$ cat src/hw/rtl/assert_macros.svh
// Assertion macros shared by the tokenizer modules.
`ifndef ASSERT_MACROS_SVH
`define ASSERT_MACROS_SVH

// Same-cycle implication, sampled on i_clk, off while reset is held.
`define CHK_SAME(label, ante, cons, msg) \
    label: assert property (@(posedge i_clk) disable iff (!i_rst_n) (ante) |-> (cons)) \
        else $error(msg);

// Next-cycle implication, sampled on i_clk, off while reset is held.
`define CHK_NEXT(label, ante, cons, msg) \
    label: assert property (@(posedge i_clk) disable iff (!i_rst_n) (ante) |=> (cons)) \
        else $error(msg);

`endif

$ cat src/hw/rtl/htok_pkg.sv
// Types, constants and helper functions of the HTTP request tokenizer.
package htok_pkg;

    // Parser phases.
    typedef enum logic [3:0] {
        PH_METHOD  = 4'd0,
        PH_PATH    = 4'd1,
        PH_QNAME   = 4'd2,
        PH_QVALUE  = 4'd3,
        PH_VERSION = 4'd4,
        PH_HNAME   = 4'd5,
        PH_HVALUE  = 4'd6,
        PH_BLANK   = 4'd7,
        PH_BODY    = 4'd8,
        PH_ERROR   = 4'd9
    } t_phase;

    // Field kinds.
    localparam logic [2:0] K_METHOD  = 3'd0;
    localparam logic [2:0] K_PATH    = 3'd1;
    localparam logic [2:0] K_QNAME   = 3'd2;
    localparam logic [2:0] K_QVALUE  = 3'd3;
    localparam logic [2:0] K_VERSION = 3'd4;
    localparam logic [2:0] K_HNAME   = 3'd5;
    localparam logic [2:0] K_HVALUE  = 3'd6;
    localparam logic [2:0] K_BODY    = 3'd7;

    // Error codes.
    localparam logic [1:0] E_NONE    = 2'd0;
    localparam logic [1:0] E_UNTERM  = 2'd1;
    localparam logic [1:0] E_NOCOLON = 2'd2;
    localparam logic [1:0] E_ESCAPE  = 2'd3;

    // Characters.
    localparam logic [7:0] CH_SP    = 8'h20;
    localparam logic [7:0] CH_PCT   = 8'h25;
    localparam logic [7:0] CH_PLUS  = 8'h2B;
    localparam logic [7:0] CH_QUES  = 8'h3F;
    localparam logic [7:0] CH_EQ    = 8'h3D;
    localparam logic [7:0] CH_AMP   = 8'h26;
    localparam logic [7:0] CH_COLON = 8'h3A;
    localparam logic [7:0] CH_CR    = 8'h0D;
    localparam logic [7:0] CH_LF    = 8'h0A;

    // Result queue sizing.
    localparam int MAX_RES  = 3;
    localparam int RQ_DEPTH = 4;
    localparam int RQ_AW    = 2;
    localparam int RQ_CW    = 3;
    localparam int RQ_ROOM  = RQ_DEPTH - MAX_RES;

    typedef struct packed {
        logic [7:0] out_byte;
        logic [2:0] field_kind;
        logic       field_end;
        logic       discard_field;
        logic [1:0] error_code;
        logic       last_of_run;
    } t_result;

    typedef t_result [MAX_RES-1:0] t_res_set;

    // Results of one word and how many of them are valid.
    typedef struct packed {
        t_res_set   res;
        logic [1:0] cnt;
    } t_step_out;

    typedef struct packed {
        t_phase     phase;
        logic [1:0] escape_step;
        logic [3:0] first_nibble;
        logic       held_cr;
        logic       line_start;
        logic       skipping_spaces;
        logic       name_open;
    } t_state;

    localparam t_state ST_RESET = '{
        phase: PH_METHOD, escape_step: 2'd0, first_nibble: 4'd0,
        held_cr: 1'b0, line_start: 1'b0, skipping_spaces: 1'b0, name_open: 1'b0
    };

    function automatic t_result mk_res(logic [7:0] b, logic [2:0] k, logic e, logic d,
                                       logic [1:0] err);
        t_result r;
        r.out_byte      = b;
        r.field_kind    = k;
        r.field_end     = e;
        r.discard_field = d;
        r.error_code    = err;
        r.last_of_run   = 1'b0;
        return r;
    endfunction

    // Returns {valid, nibble}.
    function automatic logic [4:0] hex_val(logic [7:0] c);
        logic [7:0] t;
        t = 8'd0;
        if (c >= 8'h30 && c <= 8'h39) begin
            t = c - 8'h30;
            return {1'b1, t[3:0]};
        end else if (c >= 8'h41 && c <= 8'h46) begin
            t = c - 8'h37;
            return {1'b1, t[3:0]};
        end else if (c >= 8'h61 && c <= 8'h66) begin
            t = c - 8'h57;
            return {1'b1, t[3:0]};
        end
        return 5'd0;
    endfunction

    function automatic logic [2:0] kind_of(t_phase p);
        logic [2:0] k;
        unique case (p)
            PH_METHOD:  k = K_METHOD;
            PH_PATH:    k = K_PATH;
            PH_QNAME:   k = K_QNAME;
            PH_QVALUE:  k = K_QVALUE;
            PH_VERSION: k = K_VERSION;
            PH_HNAME:   k = K_HNAME;
            PH_HVALUE:  k = K_HVALUE;
            PH_BLANK:   k = K_BODY;
            PH_BODY:    k = K_BODY;
            default:    k = K_METHOD;
        endcase
        return k;
    endfunction

endpackage

$ cat src/hw/rtl/htok_step.sv
// Parser state register and the per-word classification logic.
`include "assert_macros.svh"

module htok_step (
    input  logic                 i_clk,
    input  logic                 i_rst_n,
    input  logic                 i_fire,
    input  logic [7:0]           i_byte,
    input  logic                 i_eor,
    output htok_pkg::t_step_out  o_out
);

    htok_pkg::t_state r_st;
    htok_pkg::t_state n_step;
    htok_pkg::t_state n_st;

    logic [4:0] hx;
    logic       hex_ok;
    logic [3:0] nib;
    logic       u_err;
    logic       u_take;
    logic       u_space;
    logic [7:0] u_dec;
    logic [7:0] u_sep;
    logic       sep_hit;
    logic [2:0] kind;

    // Shared decode of the URI part.
    assign hx      = htok_pkg::hex_val(i_byte);
    assign hex_ok  = hx[4];
    assign nib     = hx[3:0];
    assign u_err   = (r_st.escape_step != 2'd0) && !hex_ok;
    assign u_space = (r_st.escape_step == 2'd0) && (i_byte == htok_pkg::CH_SP);
    assign u_take  = ((r_st.escape_step == 2'd2) && hex_ok)
                   || ((r_st.escape_step == 2'd0) && (i_byte != htok_pkg::CH_SP)
                       && (i_byte != htok_pkg::CH_PCT));
    assign u_dec   = (r_st.escape_step == 2'd2) ? {r_st.first_nibble, nib}
                   : (i_byte == htok_pkg::CH_PLUS) ? htok_pkg::CH_SP : i_byte;
    assign u_sep   = (r_st.phase == htok_pkg::PH_PATH)  ? htok_pkg::CH_QUES
                   : (r_st.phase == htok_pkg::PH_QNAME) ? htok_pkg::CH_EQ
                   : htok_pkg::CH_AMP;
    assign sep_hit = u_take && (u_dec == u_sep);
    assign kind    = htok_pkg::kind_of(r_st.phase);

    // Next state.
    always_comb begin
        n_step = r_st;
        unique case (r_st.phase)
            htok_pkg::PH_METHOD: begin
                if (i_byte == htok_pkg::CH_SP) n_step.phase = htok_pkg::PH_PATH;
            end
            htok_pkg::PH_PATH, htok_pkg::PH_QNAME, htok_pkg::PH_QVALUE: begin
                if (u_err) begin
                    n_step.phase = htok_pkg::PH_ERROR;
                end else if (r_st.escape_step == 2'd1) begin
                    n_step.first_nibble = nib;
                    n_step.escape_step  = 2'd2;
                end else if (r_st.escape_step == 2'd2) begin
                    n_step.escape_step  = 2'd0;
                    n_step.first_nibble = 4'd0;
                end else if (u_space) begin
                    n_step.name_open = 1'b0;
                    n_step.held_cr   = 1'b0;
                    n_step.phase     = htok_pkg::PH_VERSION;
                end else if (i_byte == htok_pkg::CH_PCT) begin
                    n_step.escape_step = 2'd1;
                end
                if (u_take) begin
                    if (sep_hit) begin
                        n_step.name_open = 1'b0;
                        n_step.phase = (r_st.phase == htok_pkg::PH_QNAME)
                                     ? htok_pkg::PH_QVALUE : htok_pkg::PH_QNAME;
                    end else if (r_st.phase == htok_pkg::PH_QNAME) begin
                        n_step.name_open = 1'b1;
                    end
                end
            end
            htok_pkg::PH_VERSION, htok_pkg::PH_HVALUE: begin
                if (!(r_st.phase == htok_pkg::PH_HVALUE && r_st.skipping_spaces
                      && i_byte == htok_pkg::CH_SP)) begin
                    n_step.skipping_spaces = 1'b0;
                    if (i_byte == htok_pkg::CH_LF) begin
                        n_step.held_cr    = 1'b0;
                        n_step.phase      = htok_pkg::PH_HNAME;
                        n_step.line_start = 1'b1;
                    end else begin
                        n_step.held_cr = (i_byte == htok_pkg::CH_CR);
                    end
                end
            end
            htok_pkg::PH_HNAME: begin
                priority if (r_st.line_start && i_byte == htok_pkg::CH_LF) begin
                    n_step.phase      = htok_pkg::PH_BODY;
                    n_step.line_start = 1'b0;
                end else if (r_st.line_start && i_byte == htok_pkg::CH_CR) begin
                    n_step.phase      = htok_pkg::PH_BLANK;
                    n_step.line_start = 1'b0;
                end else if (i_byte == htok_pkg::CH_LF) begin
                    n_step.phase = htok_pkg::PH_ERROR;
                end else if (i_byte == htok_pkg::CH_COLON) begin
                    n_step.phase           = htok_pkg::PH_HVALUE;
                    n_step.skipping_spaces = 1'b1;
                    n_step.held_cr         = 1'b0;
                    n_step.line_start      = 1'b0;
                end else begin
                    n_step.line_start = 1'b0;
                end
            end
            htok_pkg::PH_BLANK: begin
                if (i_byte == htok_pkg::CH_LF) n_step.phase = htok_pkg::PH_BODY;
            end
            default: begin
            end
        endcase
        // start over after the final word of a request
        n_st = i_eor ? htok_pkg::ST_RESET : n_step;
    end

    // Results.
    always_comb begin
        o_out.res = '0;
        o_out.cnt = 2'd0;
        unique case (r_st.phase)
            htok_pkg::PH_METHOD: begin
                o_out.res[0] = (i_byte == htok_pkg::CH_SP)
                    ? htok_pkg::mk_res(8'd0, htok_pkg::K_METHOD, 1'b1, 1'b0, htok_pkg::E_NONE)
                    : htok_pkg::mk_res(i_byte, htok_pkg::K_METHOD, 1'b0, 1'b0,
                                       htok_pkg::E_NONE);
                o_out.cnt = 2'd1;
            end
            htok_pkg::PH_PATH, htok_pkg::PH_QNAME, htok_pkg::PH_QVALUE: begin
                if (u_err) begin
                    o_out.res[0] = htok_pkg::mk_res(8'd0, kind, 1'b1, 1'b1, htok_pkg::E_ESCAPE);
                    o_out.cnt = 2'd1;
                end else if (u_space) begin
                    // an empty trailing name gives no marker
                    if (!(r_st.phase == htok_pkg::PH_QNAME && !r_st.name_open)) begin
                        o_out.res[0] = htok_pkg::mk_res(8'd0, kind, 1'b1,
                                                        r_st.phase == htok_pkg::PH_QNAME,
                                                        htok_pkg::E_NONE);
                        o_out.cnt = 2'd1;
                    end
                end else if (u_take) begin
                    o_out.res[0] = sep_hit
                        ? htok_pkg::mk_res(8'd0, kind, 1'b1, 1'b0, htok_pkg::E_NONE)
                        : htok_pkg::mk_res(u_dec, kind, 1'b0, 1'b0, htok_pkg::E_NONE);
                    o_out.cnt = 2'd1;
                end
            end
            htok_pkg::PH_VERSION, htok_pkg::PH_HVALUE: begin
                if (!(r_st.phase == htok_pkg::PH_HVALUE && r_st.skipping_spaces
                      && i_byte == htok_pkg::CH_SP)) begin
                    if (i_byte == htok_pkg::CH_LF) begin
                        o_out.res[0] = htok_pkg::mk_res(8'd0, kind, 1'b1, 1'b0,
                                                        htok_pkg::E_NONE);
                        o_out.cnt = 2'd1;
                    end else begin
                        // release a CR held back from the previous word
                        if (r_st.held_cr) begin
                            o_out.res[0] = htok_pkg::mk_res(htok_pkg::CH_CR, kind, 1'b0, 1'b0,
                                                            htok_pkg::E_NONE);
                            o_out.cnt = 2'd1;
                        end
                        if (i_byte != htok_pkg::CH_CR) begin
                            o_out.res[o_out.cnt] = htok_pkg::mk_res(i_byte, kind, 1'b0, 1'b0,
                                                                    htok_pkg::E_NONE);
                            o_out.cnt = o_out.cnt + 2'd1;
                        end
                    end
                end
            end
            htok_pkg::PH_HNAME: begin
                priority if (r_st.line_start && (i_byte == htok_pkg::CH_LF
                                                 || i_byte == htok_pkg::CH_CR)) begin
                    o_out.cnt = 2'd0;
                end else if (i_byte == htok_pkg::CH_LF) begin
                    o_out.res[0] = htok_pkg::mk_res(8'd0, htok_pkg::K_HNAME, 1'b1, 1'b1,
                                                    htok_pkg::E_NOCOLON);
                    o_out.cnt = 2'd1;
                end else if (i_byte == htok_pkg::CH_COLON) begin
                    o_out.res[0] = htok_pkg::mk_res(8'd0, htok_pkg::K_HNAME, 1'b1, 1'b0,
                                                    htok_pkg::E_NONE);
                    o_out.cnt = 2'd1;
                end else begin
                    o_out.res[0] = htok_pkg::mk_res(i_byte, htok_pkg::K_HNAME, 1'b0, 1'b0,
                                                    htok_pkg::E_NONE);
                    o_out.cnt = 2'd1;
                end
            end
            htok_pkg::PH_BODY: begin
                o_out.res[0] = htok_pkg::mk_res(i_byte, htok_pkg::K_BODY, 1'b0, 1'b0,
                                                htok_pkg::E_NONE);
                o_out.cnt = 2'd1;
            end
            default: begin
            end
        endcase
        if (i_eor) begin
            if (n_step.phase == htok_pkg::PH_BODY) begin
                o_out.res[o_out.cnt] = htok_pkg::mk_res(8'd0, htok_pkg::K_BODY, 1'b1, 1'b0,
                                                        htok_pkg::E_NONE);
                o_out.cnt = o_out.cnt + 2'd1;
            end else if (n_step.phase != htok_pkg::PH_ERROR) begin
                o_out.res[o_out.cnt] = htok_pkg::mk_res(8'd0, htok_pkg::kind_of(n_step.phase),
                                                        1'b1, 1'b1, htok_pkg::E_UNTERM);
                o_out.cnt = o_out.cnt + 2'd1;
            end
        end
        if (o_out.cnt != 2'd0) o_out.res[o_out.cnt - 2'd1].last_of_run = 1'b1;
    end

    always_ff @(posedge i_clk) begin
        if (!i_rst_n) begin
            r_st <= htok_pkg::ST_RESET;
        end else if (i_fire) begin
            r_st <= n_st;
        end
    end

    `CHK_NEXT(a_eor_clears, i_fire && i_eor,
        r_st.phase == htok_pkg::PH_METHOD && r_st.escape_step == 2'd0,
        "state not cleared after end of request")
    `CHK_SAME(a_error_silent, i_fire && !i_eor && r_st.phase == htok_pkg::PH_ERROR,
        o_out.cnt == 2'd0, "output produced while in error phase")

endmodule

$ cat src/hw/rtl/htok_resq.sv
// Result queue: takes up to three results a cycle, delivers one a cycle while the output is not stalled.
`include "assert_macros.svh"

module htok_resq (
    input  logic                 i_clk,
    input  logic                 i_rst_n,
    input  htok_pkg::t_res_set   i_push,
    input  logic [1:0]           i_push_cnt,
    input  logic                 i_stall,
    output logic                 o_room,
    output logic                 o_valid,
    output htok_pkg::t_result    o_head
);

    htok_pkg::t_result           r_mem [htok_pkg::RQ_DEPTH];
    logic [htok_pkg::RQ_AW-1:0]  r_wr;
    logic [htok_pkg::RQ_AW-1:0]  r_rd;
    logic [htok_pkg::RQ_CW-1:0]  r_count;
    logic                        pop;

    assign o_valid = (r_count != '0);
    assign o_head  = r_mem[r_rd];
    assign pop     = o_valid && !i_stall;
    // room for a full set of results without looking at this cycle's pop
    assign o_room  = (r_count <= htok_pkg::RQ_CW'(htok_pkg::RQ_ROOM));

    always_ff @(posedge i_clk) begin
        for (int k = 0; k < htok_pkg::MAX_RES; k++) begin
            if (2'(k) < i_push_cnt) r_mem[r_wr + htok_pkg::RQ_AW'(k)] <= i_push[k];
        end
    end

    always_ff @(posedge i_clk) begin
        if (!i_rst_n) begin
            r_wr    <= '0;
            r_rd    <= '0;
            r_count <= '0;
        end else begin
            r_wr    <= r_wr + htok_pkg::RQ_AW'(i_push_cnt);
            r_rd    <= r_rd + htok_pkg::RQ_AW'(pop);
            r_count <= r_count + htok_pkg::RQ_CW'(i_push_cnt) - htok_pkg::RQ_CW'(pop);
        end
    end

    `CHK_SAME(a_push_room, i_push_cnt != 2'd0,
        r_count <= htok_pkg::RQ_CW'(htok_pkg::RQ_ROOM), "push without room")
    `CHK_SAME(a_count_max, 1'b1,
        r_count <= htok_pkg::RQ_CW'(htok_pkg::RQ_DEPTH), "queue overfilled")

endmodule

$ cat src/hw/rtl/http_request_tokenizer.sv
// Top level of the HTTP request tokenizer: input register, parser, result queue.
//
//  channel | valid   | stall   | payload
//  --------+---------+---------+-------------------------------------------------
//  in      | i_valid | o_stall | i_data_byte, i_end_of_request
//  out     | o_valid | i_stall | o_out_byte, o_field_kind, o_field_end,
//          |         |         | o_discard_field, o_error_code, o_last_of_run
//
// A word waits in the input register until the queue has room; it is then parsed and its
// results are written to the queue, whose head is the output. Each word makes zero to three
// results. Input runs at one word a cycle while each word makes at most one result and the
// output is not stalled; otherwise it holds until the four-entry queue is down to one entry.
// Reset (synchronous, active low) returns the parser to the method phase and empties
// the queue. A stall on the output fills the queue and then holds input.

module http_request_tokenizer (
    input  logic       i_clk,
    input  logic       i_rst_n,
    input  logic       i_valid,
    output logic       o_stall,
    input  logic [7:0] i_data_byte,
    input  logic       i_end_of_request,
    output logic       o_valid,
    input  logic       i_stall,
    output logic [7:0] o_out_byte,
    output logic [2:0] o_field_kind,
    output logic       o_field_end,
    output logic       o_discard_field,
    output logic [1:0] o_error_code,
    output logic       o_last_of_run
);

    logic                r_in_valid;
    logic [7:0]          r_in_byte;
    logic                r_in_eor;
    logic                room;
    logic                consume;
    logic                accept;
    logic [1:0]          push_cnt;
    htok_pkg::t_step_out step_out;
    htok_pkg::t_result   head;

    assign consume  = r_in_valid && room;
    assign o_stall  = r_in_valid && !room;
    assign accept   = i_valid && !o_stall;
    assign push_cnt = consume ? step_out.cnt : 2'd0;

    always_ff @(posedge i_clk) begin
        if (!i_rst_n) begin
            r_in_valid <= 1'b0;
        end else begin
            r_in_valid <= accept || (r_in_valid && !consume);
        end
    end

    // hold the word until the parser takes it
    always_ff @(posedge i_clk) begin
        if (accept) begin
            r_in_byte <= i_data_byte;
            r_in_eor  <= i_end_of_request;
        end
    end

    htok_step u_step (
        .i_clk   (i_clk),
        .i_rst_n (i_rst_n),
        .i_fire  (consume),
        .i_byte  (r_in_byte),
        .i_eor   (r_in_eor),
        .o_out   (step_out)
    );

    htok_resq u_resq (
        .i_clk      (i_clk),
        .i_rst_n    (i_rst_n),
        .i_push     (step_out.res),
        .i_push_cnt (push_cnt),
        .i_stall    (i_stall),
        .o_room     (room),
        .o_valid    (o_valid),
        .o_head     (head)
    );

    assign o_out_byte      = head.out_byte;
    assign o_field_kind    = head.field_kind;
    assign o_field_end     = head.field_end;
    assign o_discard_field = head.discard_field;
    assign o_error_code    = head.error_code;
    assign o_last_of_run   = head.last_of_run;

endmodule

$ cat config.mk
export PLATFORM = sky130hd
export DESIGN_NAME = http_request_tokenizer
export DESIGN_NICKNAME = d
export VERILOG_FILES = /design/src/hw/rtl/htok_pkg.sv /design/src/hw/rtl/htok_step.sv /design/src/hw/rtl/htok_resq.sv /design/src/hw/rtl/http_request_tokenizer.sv
export VERILOG_INCLUDE_DIRS = /design/src /design/src/hw/rtl
export SDC_FILE = /design/constraint.sdc
export NUM_CORES = 1
export LEC_CHECK = 0
export BUFFER_PORTS_ARGS = -buffer_cell sky130_fd_sc_hd__buf_2
export CORE_MARGIN = 3
export CORE_UTILIZATION = 28
export CTS_CLUSTER_DIAMETER = 150
export DETAILED_ROUTE_END_ITERATION = 7
export PLACE_DENSITY = 0.4
export RECOVER_POWER = 25
export SETUP_SLACK_MARGIN = 0.2
export SLEW_MARGIN = 20
export SYNTH_ARGS = -nofsm -noshare
export SYNTH_HDL_FRONTEND = slang
export SYNTH_SLANG_ARGS = --single-unit
$ cat constraint.sdc
create_clock -name i_clk -period 11.55 [get_ports i_clk]
set_clock_uncertainty 0.2 [all_clocks]
set_input_delay 0.5775 -clock i_clk [delete_from_list [all_inputs] [get_ports i_clk]]
set_output_delay 0.5775 -clock i_clk [all_outputs]
set_load 0.02 [all_outputs]
==> impl_results.md <==
* Initial Utilization at 0.289
* Clock buffer count from CTS at 9
* Crit path max fanout at 16
* Mux cell area share after synthesis at 0.116
* Synth top area share at 0.330
* Worst path buffer plus inverter count at 1
* Seq/Total Area, Yosys at 0.406
* Overall routing resource usage at 0.168
* Layout cells sized above 1 at 0.114
* Die ar. at 25600 sq um
* Post-route DRC violation count at 0
* Outcome: completed
* Max VDD drop at 0.0000603 V
* CP Cell Sequence: inv_1, ha_1, or3b_1, and3_1, nor4_1, a311o_1, o211a_1, o32ai_4, xnor2_1, nor2_1, o21ai_0, and3b_1
* Via count at ~5500
* Largest net degree at the start of global routing at 21
* Fmax at ~0.17 GHz
* Port Buffers at 30
* CTS Buffer Depth at 2
* Die Wd at 160 um
* HPWL after DPL at ~16000 um
* Row count at between 50 and 60
* Syn Inst Count at 690
* CP endpoint kind: flop
* H-tree depth at 3
* Ant diodes at 0
* Starting DRT DRC Count at between 500 and 600
* Synthesized flop and latch total at 98
* Crit Path Class: flop to flop
* Post-synthesis compound-gate area fraction at 0.206
* Routability cong. at 0.929
* Sw frac at 0.366
* Maxcap violations at 0
* Post-layout nets at ~720
* Post-synth net total at 718
* First-pass GRT wire length at 33600 um
* Setup TNS at 0 ps
* Clock-pin slew on the worst setup and hold paths at 80 ps
* DRT Pass-1 Iters at 5
* Worst-Margin Slew at 1260 ps
* Synth area leader: edfxtp_1
* PnR worst setup slack at 5540 ps
* CTS tree: yes
* Arrival time at the worst endpoint at approximately 5800 ps
* # setup viols final at 0
* Period Utilization, post-route at 0.520
* Mapped Area at 6640 sq um
* DR vias/cell at 5.47
* Power density cells at 163 nW/um^2
* Fill count at 2456
* Post-Synth Simple-Gate Area at 0.191
* Crit-path leading delay family: simple AND/OR/NAND/NOR gates
* Netlist cell types at 90
* Synth Area in Adders at 0.0294
* Min-delay worst type: input port to flop
* Mapped Avg Cell Area at between 9 and 10 sq um
* Worst setup SP type: flop
* I/O Pins at 31
* Clock sink count at 98
* Post-synth ARST share at 0
* Core area at 23000 sq um
* Net Sw Power at 436 uW
* Post-synth EDFFs at 73
* Crit-path slowest cell: nor4_1
* WL per Instance at roughly 21 um
* Synth warn at 0
* Largest cells by area after synthesis: edfxtp_1 (33%), dfxtp_1 (7.5%), mux4_2 (5.4%), nand2_1 (4.8%), nor2_1 (4.1%)
* Ys flop type: edfxtp_1
* Clock Latency Late Sink at about 360 ps
* Post-CTS Setup Repair Bufs at 0
* Max stage delay on crit path at 1040 ps
* Area delta synth->final at 10.0%
* Vias in the first global route at between 5000 and 6000
* Sequential share of power at 0.393
* GRT Residual Overflow at 0
* RSZ-0062 raised after global routing: false
* Commonest cells in the netlist: nand2_1 (84), edfxtp_1 (73), nor2_1 (73), a21oi_1 (49), o21ai_0 (34)
* Initial antenna violation count at 0
* Slew Limit Fails at 0
* Reg2reg setup slack at 5540 ps
* Clock root buffer: clkbuf_16
* Final hold violations at 0
* WHS at 183 ps
* Post-Synth XOR/XNOR Area at 0.0132
* Final WL at 21300 um
* Worst endpoint required time at 11330 ps
* CTS Hold Bufs at 0
* Relative slew slack at 0.153
* Largest family of logic cells by synthesized area: compound AO/OA/AOI/OAI gates
* CTS resizes at 0
* Cell with the most instances after synthesis: nand2_1
* Min Tclk post-route at roughly 6000 ps
* Clock share of power at 0.273
* Logic gate share of total power at 0.334
* Dpl ws at 6000 ps
* Post-route ant nets at 0
* Die H at 160 um
* Static leakage at 2.48 nW
* Pint at 756 uW
[path summary, 6_finish.rpt]
kind | startpoint | endpoint | depth (start not counted)
worst min register to register | u_step.r_st[4] | u_step.r_st[4] | 2
worst max-delay path | r_in_byte[0] | u_resq.r_mem[0][0] | 12
worst max register to register | r_in_byte[0] | u_resq.r_mem[0][0] | 12
worst min-delay path | i_data_byte[1] | r_in_byte[1] | 1
[area by class of cell]
cell class              instances  area [sq um]  area share
multi-input cells             530          3670       0.502
flip-flops and latches         98          2690       0.369
well taps                     313           392      0.0536
clock buffers                   9           225      0.0308
repair buffers                 34           156      0.0214
clock inverters                 7          85.1      0.0116
inverters                      22          85.1      0.0116
[layer usage]
metal	track usage	share of wire	wire, um	vias to the layer above
li1	-	-	-	2629
met1	0.237	0.48	10200	2708
met2	0.259	0.44	9480	172
met3	0.0288	0.047	1000	37
met4	0.0615	0.029	613	0
met5	0	0	0	-
[per-stage QoR]
step           utilization  cells  total power, mW  cell area [sq um]
2_1_floorplan            -    690            0.761               6640
3_3_place_gp         0.306    997            0.890               7040
3_5_place_dp         0.306    997            0.887               7040
4_1_cts              0.320   1013             1.22               7350
5_1_grt              0.318   1013             1.27               7300
6_report             0.318   1013             1.19               7300
[cells by family after synthesis]
group,count (synthesis)
AO/OA/AOI/OAI,196
XOR/XNOR,10
AND/OR/NAND/NOR,254
multiplexers,55
buffers and inverters,62
adder cells (fa/ha/maj),15
flip-flops,98
[power groups by stage]
stage               clock (mW)  combinational [mW]  sequential, mW
CTS                      0.335               0.413           0.469
detailed placement           0               0.410           0.477
floorplan                    0               0.310           0.451
global route             0.350               0.444           0.474
finish                   0.325               0.398           0.468
global placement             0               0.414           0.477
[state kept, by name, summed over array words and instances, names as in the netlist, 2 cells and up]
signal and count:
u_resq.r_mem 64, r_in_byte 8, u_resq.r_count 3, u_resq.r_wr 2, u_step.kind 3, u_step.r_st 14, u_resq.r_rd 2
[worst register-to-register path, cell delays in order (launching register included)]
cell and delay (ps):
edfxtp_1 510, inv_1 200, ha_1 300, or3b_1 440
and3_1 290, nor4_1 1040, a311o_1 380, o211a_1 280
o32ai_4 180, xnor2_1 700, nor2_1 120, o21ai_0 170
and3b_1 800
[cell usage in the layout (no fill, tap or decap), types with 10 or more instances in the layout]
master    netlist  layout
mux2i_1        25      25
o21ai_0        34      34
nor2_1         73      73
a21oi_1        49      49
mux2_2         12      12
mux4_2         16      16
o211ai_1       10      10
and2_1         17      16
a31oi_1        10      10
dfxtp_1        25      25
a22oi_1        13      13
nand3_1        18      18
ha_1           14      14
clkbuf_1       25      19
nand2_1        84      84
edfxtp_1       73      73
buf_2          13      11
inv_1          19      19
Note: power is estimated with default switching activity, not from simulation.
